**src/hw/rtl/lfc_pkg.sv**
```systemverilog
// shared types, constants and crc function for the link frame checker
`default_nettype none
package lfc_pkg;
  localparam int unsigned HdrLen = 36;
  localparam logic [31:0] FrameMagic = 32'h4c445341;
  localparam logic [31:0] CrcPoly = 32'hEDB88320;
  localparam logic [2:0] ST_OK = 3'd0;
  localparam logic [2:0] ST_SHORT = 3'd1;
  localparam logic [2:0] ST_MAGIC = 3'd2;
  localparam logic [2:0] ST_HSIZE = 3'd3;
  localparam logic [2:0] ST_LENGTH = 3'd4;
  localparam logic [2:0] ST_HCRC = 3'd5;
  localparam logic [2:0] ST_PCRC = 3'd6;

  // one classified transaction from the front end
  typedef struct packed {
    logic       pass;
    logic [7:0] data;
    logic       verdict;
    logic [2:0] status;
  } lfc_cmd_t;

  function automatic logic [31:0] crc_byte(input logic [31:0] c_in, input logic [7:0] b);
    logic [31:0] c;
    c = c_in ^ {24'd0, b};
    for (int k = 0; k < 8; k++) begin
      c = c[0] ? ((c >> 1) ^ CrcPoly) : (c >> 1);
    end
    return c;
  endfunction
endpackage
`default_nettype wire

```
**src/hw/rtl/lfc_front.sv**
```systemverilog
// front end: header capture, crc tracking and classification of each byte
`default_nettype none
module lfc_front (
  input  wire logic             clk,
  input  wire logic             rst,
  input  wire logic             take,
  input  wire logic [7:0]       data_byte,
  input  wire logic             end_of_buffer,
  output lfc_pkg::lfc_cmd_t     cmd,
  output logic [7:0]            version,
  output logic [15:0]           flag_bits,
  output logic [31:0]           link_seq,
  output logic [31:0]           total_size,
  output logic [31:0]           frag_offset,
  output logic [15:0]           frag_index,
  output logic [15:0]           frag_count
);
  logic [5:0]  header_pos;
  logic [32:0] payload_seen;
  logic [7:0]  header_store [lfc_pkg::HdrLen];
  logic [31:0] hdr_crc_run, pay_crc_run;
  logic        header_good;
  logic        in_hdr;
  logic [31:0] hcrc_next, pcrc_next, magic, paylen, pcrc_want, hcrc_want;
  logic [32:0] seen_next;
  logic [5:0]  pos_next;
  logic        magic_ok, hsize_ok, hcrc_ok;

  assign in_hdr = header_pos < 6'(lfc_pkg::HdrLen);
  assign pos_next = header_pos + 6'd1;
  assign hcrc_next = lfc_pkg::crc_byte(hdr_crc_run, (header_pos >= 6'd32) ? 8'd0 : data_byte);
  assign pcrc_next = lfc_pkg::crc_byte(pay_crc_run, data_byte);
  assign seen_next = (payload_seen != '1) ? payload_seen + 33'd1 : payload_seen;
  assign magic = {header_store[3], header_store[2], header_store[1], header_store[0]};
  assign paylen = {header_store[23], header_store[22], header_store[21], header_store[20]};
  assign pcrc_want = {header_store[31], header_store[30], header_store[29], header_store[28]};
  assign hcrc_want = {header_store[35], header_store[34], header_store[33], header_store[32]};
  assign magic_ok = magic == lfc_pkg::FrameMagic;
  assign hsize_ok = header_store[5] == 8'(lfc_pkg::HdrLen);
  assign hcrc_ok = ~hdr_crc_run == hcrc_want;
  assign version = header_store[4];
  assign flag_bits = {header_store[7], header_store[6]};
  assign link_seq = {header_store[11], header_store[10], header_store[9], header_store[8]};
  assign total_size = {header_store[15], header_store[14], header_store[13], header_store[12]};
  assign frag_offset = {header_store[19], header_store[18], header_store[17], header_store[16]};
  assign frag_index = {header_store[25], header_store[24]};
  assign frag_count = {header_store[27], header_store[26]};

  // good flag uses the incoming last header byte directly
  logic [31:0] want_final;
  assign want_final = {data_byte, header_store[34], header_store[33], header_store[32]};

  // a frame may close on its final header byte, before any payload
  logic        hdr_last;
  logic [32:0] seen_chk;
  logic        hcrc_chk;
  logic [31:0] pcrc_chk;
  assign hdr_last = header_pos == 6'(lfc_pkg::HdrLen - 1);
  assign seen_chk = in_hdr ? payload_seen : seen_next;
  assign hcrc_chk = in_hdr ? (~hcrc_next == want_final) : hcrc_ok;
  assign pcrc_chk = in_hdr ? ~pay_crc_run : ~pcrc_next;

  // frame checks for the byte closing a frame: short buffer, header, length and crcs
  logic [2:0] st;
  always_comb begin
    if (in_hdr && !hdr_last) st = lfc_pkg::ST_SHORT;
    else if (!magic_ok) st = lfc_pkg::ST_MAGIC;
    else if (!hsize_ok) st = lfc_pkg::ST_HSIZE;
    else if (seen_chk != {1'b0, paylen}) st = lfc_pkg::ST_LENGTH;
    else if (!hcrc_chk) st = lfc_pkg::ST_HCRC;
    else if (pcrc_chk != pcrc_want) st = lfc_pkg::ST_PCRC;
    else st = lfc_pkg::ST_OK;
  end

  assign cmd.pass = !in_hdr && header_good;
  assign cmd.data = data_byte;
  assign cmd.verdict = end_of_buffer;
  assign cmd.status = st;

  always_ff @(posedge clk) begin
    if (take && in_hdr) begin
      header_store[header_pos] <= data_byte;
    end
  end

  always_ff @(posedge clk) begin
    if (rst) begin
      header_pos <= '0;
      payload_seen <= '0;
      hdr_crc_run <= '1;
      pay_crc_run <= '1;
      header_good <= 1'b0;
    end else if (take) begin
      if (end_of_buffer) begin
        header_pos <= '0;
        payload_seen <= '0;
        hdr_crc_run <= '1;
        pay_crc_run <= '1;
        header_good <= 1'b0;
      end else if (in_hdr) begin
        header_pos <= pos_next;
        hdr_crc_run <= hcrc_next;
        if (pos_next == 6'(lfc_pkg::HdrLen)) begin
          header_good <= magic_ok && hsize_ok && (~hcrc_next == want_final);
        end
      end else begin
        payload_seen <= seen_next;
        pay_crc_run <= pcrc_next;
      end
    end
  end

  assert property (@(posedge clk) disable iff (rst) header_good |-> !in_hdr)
    else $error("good header flag set during header capture");
  assert property (@(posedge clk) disable iff (rst) (take && end_of_buffer) |=> header_pos == 6'd0)
    else $error("frame state not restarted after verdict");
  assert property (@(posedge clk) disable iff (rst) header_pos <= 6'(lfc_pkg::HdrLen))
    else $error("header position overrun");
endmodule
`default_nettype wire

```
**src/hw/rtl/lfc_back.sv**
```systemverilog
// back end: queue of classified transactions and result sequencing
`default_nettype none
module lfc_back (
  input  wire logic              clk,
  input  wire logic              rst,
  input  wire logic              push,
  input  wire lfc_pkg::lfc_cmd_t cmd_in,
  input  wire logic [151:0]      hdr_in,
  output logic                   full,
  output logic                   valid,
  input  wire logic              stall,
  output logic                   kind,
  output logic [7:0]             payload_byte,
  output logic [2:0]             status,
  output logic [151:0]           hdr_out,
  output logic                   last_of_run
);
  localparam int Depth = 2;
  lfc_pkg::lfc_cmd_t q [Depth];
  logic [151:0] qh [Depth];
  logic rd_ptr, wr_ptr;
  logic [1:0] count;
  logic pay_done;
  lfc_pkg::lfc_cmd_t head;
  logic pop, emit;

  assign head = q[rd_ptr];
  assign full = count == 2'(Depth);
  assign valid = count != 2'd0 && (head.pass && !pay_done || head.verdict);
  assign kind = !(head.pass && !pay_done);
  assign payload_byte = kind ? 8'd0 : head.data;
  assign status = kind ? head.status : lfc_pkg::ST_OK;
  assign hdr_out = (kind && head.status == lfc_pkg::ST_OK) ? qh[rd_ptr] : '0;
  assign last_of_run = kind || !head.verdict;
  assign emit = valid && !stall;
  assign pop = count != 2'd0 && (!valid || (emit && last_of_run));

  always_ff @(posedge clk) begin
    if (push) begin
      q[wr_ptr] <= cmd_in;
      qh[wr_ptr] <= hdr_in;
    end
  end

  always_ff @(posedge clk) begin
    if (rst) begin
      rd_ptr <= 1'b0;
      wr_ptr <= 1'b0;
      count <= '0;
      pay_done <= 1'b0;
    end else begin
      if (push) wr_ptr <= ~wr_ptr;
      if (pop) rd_ptr <= ~rd_ptr;
      count <= count + 2'(push) - 2'(pop);
      if (pop) pay_done <= 1'b0;
      else if (emit) pay_done <= 1'b1;
    end
  end

  assert property (@(posedge clk) disable iff (rst) count <= 2'(Depth))
    else $error("queue overflow");
  assert property (@(posedge clk) disable iff (rst) pay_done |-> head.verdict)
    else $error("split transaction without verdict");
  assert property (@(posedge clk) disable iff (rst) !(push && full && !pop))
    else $error("push into full queue");
endmodule
`default_nettype wire

```
**src/hw/rtl/link_frame_checker_top.sv**
```systemverilog
// top level of the link frame checker
//
// input channel: one frame byte per transaction (data_byte) with end_of_buffer
// on the final byte; accepted when in_valid is high and in_stall low
// output channel: payload bytes (kind 0) and one verdict per frame (kind 1)
// carrying status and, when ok, the header fields; last_of_run marks the
// final result of an input transaction
// the first 36 bytes are captured as the header and produce no result unless one
// ends the buffer; later bytes pass out only if magic, header size and header
// crc were good; results wait in the back-end queue until the receiver takes them
// throughput: one byte per cycle while out_stall is low and the queue is not
// full, set by the bytewise crc update in the front end; a byte that gives both
// a payload byte and a verdict puts out the payload byte first, then the verdict,
// and stays queued until both are taken; a two-entry queue in the back end lets
// the input keep flowing while a result waits; in_stall rises only when the queue is full
// reset clears the frame state and the queue; header storage is not cleared
`default_nettype none
module link_frame_checker_top (
  input  wire logic        clk,
  input  wire logic        rst,
  input  wire logic        in_valid,
  output logic             in_stall,
  input  wire logic [7:0]  data_byte,
  input  wire logic        end_of_buffer,
  output logic             out_valid,
  input  wire logic        out_stall,
  output logic             kind,
  output logic [7:0]       payload_byte,
  output logic [2:0]       status,
  output logic [7:0]       version,
  output logic [15:0]      flag_bits,
  output logic [31:0]      link_seq,
  output logic [31:0]      total_size,
  output logic [31:0]      frag_offset,
  output logic [15:0]      frag_index,
  output logic [15:0]      frag_count,
  output logic             last_of_run
);
  lfc_pkg::lfc_cmd_t cmd;
  logic take, full;
  logic [151:0] hdr_f, hdr_b;

  // accepted input transaction
  assign in_stall = full;
  assign take = in_valid && !full;

  lfc_front u_front (
    .clk, .rst, .take, .data_byte, .end_of_buffer, .cmd,
    .version(hdr_f[151:144]), .flag_bits(hdr_f[143:128]), .link_seq(hdr_f[127:96]),
    .total_size(hdr_f[95:64]), .frag_offset(hdr_f[63:32]),
    .frag_index(hdr_f[31:16]), .frag_count(hdr_f[15:0])
  );

  lfc_back u_back (
    .clk, .rst, .push(take), .cmd_in(cmd), .hdr_in(hdr_f), .full,
    .valid(out_valid), .stall(out_stall), .kind, .payload_byte, .status,
    .hdr_out(hdr_b), .last_of_run
  );

  assign version = hdr_b[151:144];
  assign flag_bits = hdr_b[143:128];
  assign link_seq = hdr_b[127:96];
  assign total_size = hdr_b[95:64];
  assign frag_offset = hdr_b[63:32];
  assign frag_index = hdr_b[31:16];
  assign frag_count = hdr_b[15:0];
endmodule
`default_nettype wire

```
**config.mk**
```make
export PLATFORM = sky130hd
export DESIGN_NAME = link_frame_checker_top
export DESIGN_NICKNAME = d
export VERILOG_FILES = /design/src/hw/rtl/lfc_pkg.sv /design/src/hw/rtl/lfc_front.sv /design/src/hw/rtl/lfc_back.sv /design/src/hw/rtl/link_frame_checker_top.sv
export SDC_FILE = /design/constraint.sdc
export NUM_CORES = 1
export LEC_CHECK = 0
export BUFFER_PORTS_ARGS = -buffer_cell sky130_fd_sc_hd__buf_2
export CAP_MARGIN = 20
export CORE_MARGIN = 10
export CORE_UTILIZATION = 40
export CTS_CLUSTER_DIAMETER = 120
export CTS_CLUSTER_SIZE = 20
export DETAILED_ROUTE_END_ITERATION = 10
export PLACE_DENSITY = 0.63
export REMOVE_ABC_BUFFERS = 1
export SYNTH_ARGS = -nofsm -noshare
export SYNTH_HDL_FRONTEND = slang
export SYNTH_HIERARCHICAL = 1
export SYNTH_SLANG_ARGS = --single-unit
```
**constraint.sdc**
```tcl
create_clock -name clk -period 19.5 [get_ports clk]
set_clock_uncertainty 0.05 [all_clocks]
set_input_delay 1.95 -clock clk [delete_from_list [all_inputs] [get_ports clk]]
set_output_delay 1.95 -clock clk [all_outputs]
set_load 0.02 [all_outputs]
```
==> flow_summary.toml <==
[synthesis]
synth_top_area_share_pct = 60.0
async_flop_share_pct = 0
syn_inst = 2266
synth-edff-count = 618
synth_area_leaders = "edfxtp_1 (60%), dfxtp_1 (7.1%), xnor2_1 (4.6%)"
ys_ff_latch = 728
synth_most_common_cell = "edfxtp_1"
synth_commonest_cells = "edfxtp_1 (618), nor2_1 (293), xnor2_1 (163)"
ys_types = 83
synth.largest_area_cell = "edfxtp_1"
yosysWarnings = 6
ys.flop_type = "edfxtp_1"
syn-cell-area_um2 = 30900
yosysSeqAreaShare_pct = 67.1
syn_area_per_cell_um2 = 13.6

[worst_setup_path]
crit_path_start_kind = "flop"
critical_path_class = "flop to output pin"
crit_path_end_kind = "output pin"
path_max_fanout = 83
worstPathRequired_ps = 17500
critPathArrivalTime_ps = 4140

[global_routing]
grt_max_degree = 166
overflow = 0
grt_pass1_wl_um = 117000
antenna_found_initial = 0
grt.total_usage_pct = 16.6
first_global_vias = 18700

[floorplan]
initial_utilization_pct = 40.5
io-pin-count = 180
core-area_um2 = 76300
die_w_um = 298
dieArea_um2 = 88800
die_h_um = 298
fp-row-count = 101

[drt]
drt_iter0_drc = 1440
postRouteWirelength_um = 76400
ant_nets = 0
wl_per_cell_um = 22.1
vias = 18600
drt-vias-per-instance = 5.37
drt_first_pass_iters = 5
drc_errors = 0

[layout]
final_util_pct = 44.7
drive_gt1_share_pct = 12.6
fin_nets = 2413
area_growth_pct = 10.4
design_area_um2 = 34100

[timing]
worst_slew_pin_slew_ps = 1080
relSlewSlack_pct = 27.5
fin_crit_sh_pct = 31.5
hold_violations = 0
rsz0062_at_grt = "no"
final-setup-viol-count = 0
finalMaxSlewViolations = 0
min_period_ps = 6140
max_freq_mhz = 163
setup-tns-final_ps = 0

[clocking]
clk_path_buf_depth = 3
cts_resized = 0
cts_tree = "yes"
htree_levels = 2
clkLatencyLatePin_ps = 620
post_cts_buffers = 0
cts-root-buf = "clkbuf_16"
clk_pin_slew_ps = 90
numCtsBuffers = 43
ctsHoldBuffers = 0
clock-sinks = 728

[pwr]
power_density_nw_per_um2 = 104
p_leak_uw = 0.0118
p_total_uw = 3540
peakVddDrop_mv = 0.0642

[placed_design]
gp_congestion = 0.902
postPlaceCellArea_um2 = 32800
dp_hpwl_um = 47600
io_buffer_count = 179

[worst_hold_path]
hp-class = "flop to flop"

[outcome]
status = "completed"

[flow_run]
cap_violations = 0
-- worst paths after layout --
path	endpoint	slack [ps]	from	cells past startpoint
setup / recovery	version[2]	13360	flop	6
hold / removal	u_back/qh[0][23]	380	u_front/header_store[24][7]	0
setup reg to reg	u_back/q[0][2]	14990	u_front/payload_seen[1]	11
hold reg to reg	u_back/qh[0][23]	380	u_front/header_store[24][7]	0
-- logic make-up (layout without fill, tap and decap cells) --
family | Yosys count | in the layout | synth area share (%)
fa+ha+maj | 5 | 5 | 0.202
xor+xnor | 324 | 324 | 11.4
mux | 23 | 23 | 0.753
compound gates | 373 | 373 | 8.25
buf+inv | 143 | 307 | 2.12
flops | 728 | 728 | 67.1
simple gates | 670 | 670 | 10.1
other cells | 0 | 1 | 0
-- sequential cells by signal, indices dropped and copies added, names as in the netlist, named ones only --
signal                flops
u_front/payload_seen     33
u_back/qh               304
u_front/hdr_crc_run      32
u_back/pay_done           1
u_front/header_store    288
u_back/q                 26
u_front/pay_crc_run      32
u_back/count              2
u_front/header_good       1
u_front/header_pos        6
u_back/wr_ptr             1
u_back/rd_ptr             1
-- cells in the final DEF, fill, tap and decap left out, types with 42 or more instances in the layout --
cell	netlist	final
buf_2	43	178
clkbuf_16	0	43
a22oi_1	161	161
nand3_1	42	42
o211ai_1	54	54
dfxtp_1	110	110
a21oi_1	56	55
nand2_1	157	157
nor2_1	293	292
xnor2_1	163	163
o21ai_0	56	56
edfxtp_1	618	618
xor2_1	109	109
-- stage by stage --
| step | worst slack (ps) | std cells | hold slack, ps |
|---|---|---|---|
| global placement | 13370 | 3373 | 373 |
| global route | 13100 | 3460 | 401 |
| floorplan | 3650 | 2137 | 371 |
| detailed placement | 13330 | 3376 | 379 |
| CTS | 13260 | 3456 | 393 |
| finish | 13360 | 3461 | 382 |
-- report_power, final --
group / switching [uW] / internal [uW]
Clock: 503 / 427
Combinational: 444 / 296
Sequential: 65.4 / 1810
-- per-layer routing --
metal  global-route usage [%]  vias to the layer above  wire length, um
met5                        0                        -                0
met4                     3.63                        0             1400
met3                     2.68                       92             4670
met2                     27.8                      603            36700
met1                     22.6                     9306            33700
li1                         -                     8598                -
-- critical path, cell delays in order (launching register included) --
cell,delay [ps]
dfxtp_1,920
nor4b_2,330
buf_4,640
buf_4,830
a22oi_1,280
nor2_1,190
buf_2,200
-- cell type report --
| class | count | area, um2 |
|---|---|---|
| antenna | 1 | 2.50 |
| clock buffer | 74 | 1190 |
| clock inverter | 6 | 90.1 |
| fill | 6853 | 42200 |
| inverter | 14 | 52.6 |
| multi-input combinational | 1395 | 9550 |
| sequential | 728 | 20800 |
| tap | 1030 | 1290 |
| timing repair buffer | 213 | 1200 |
No activity file was read; power rests on OpenSTA's default activity.
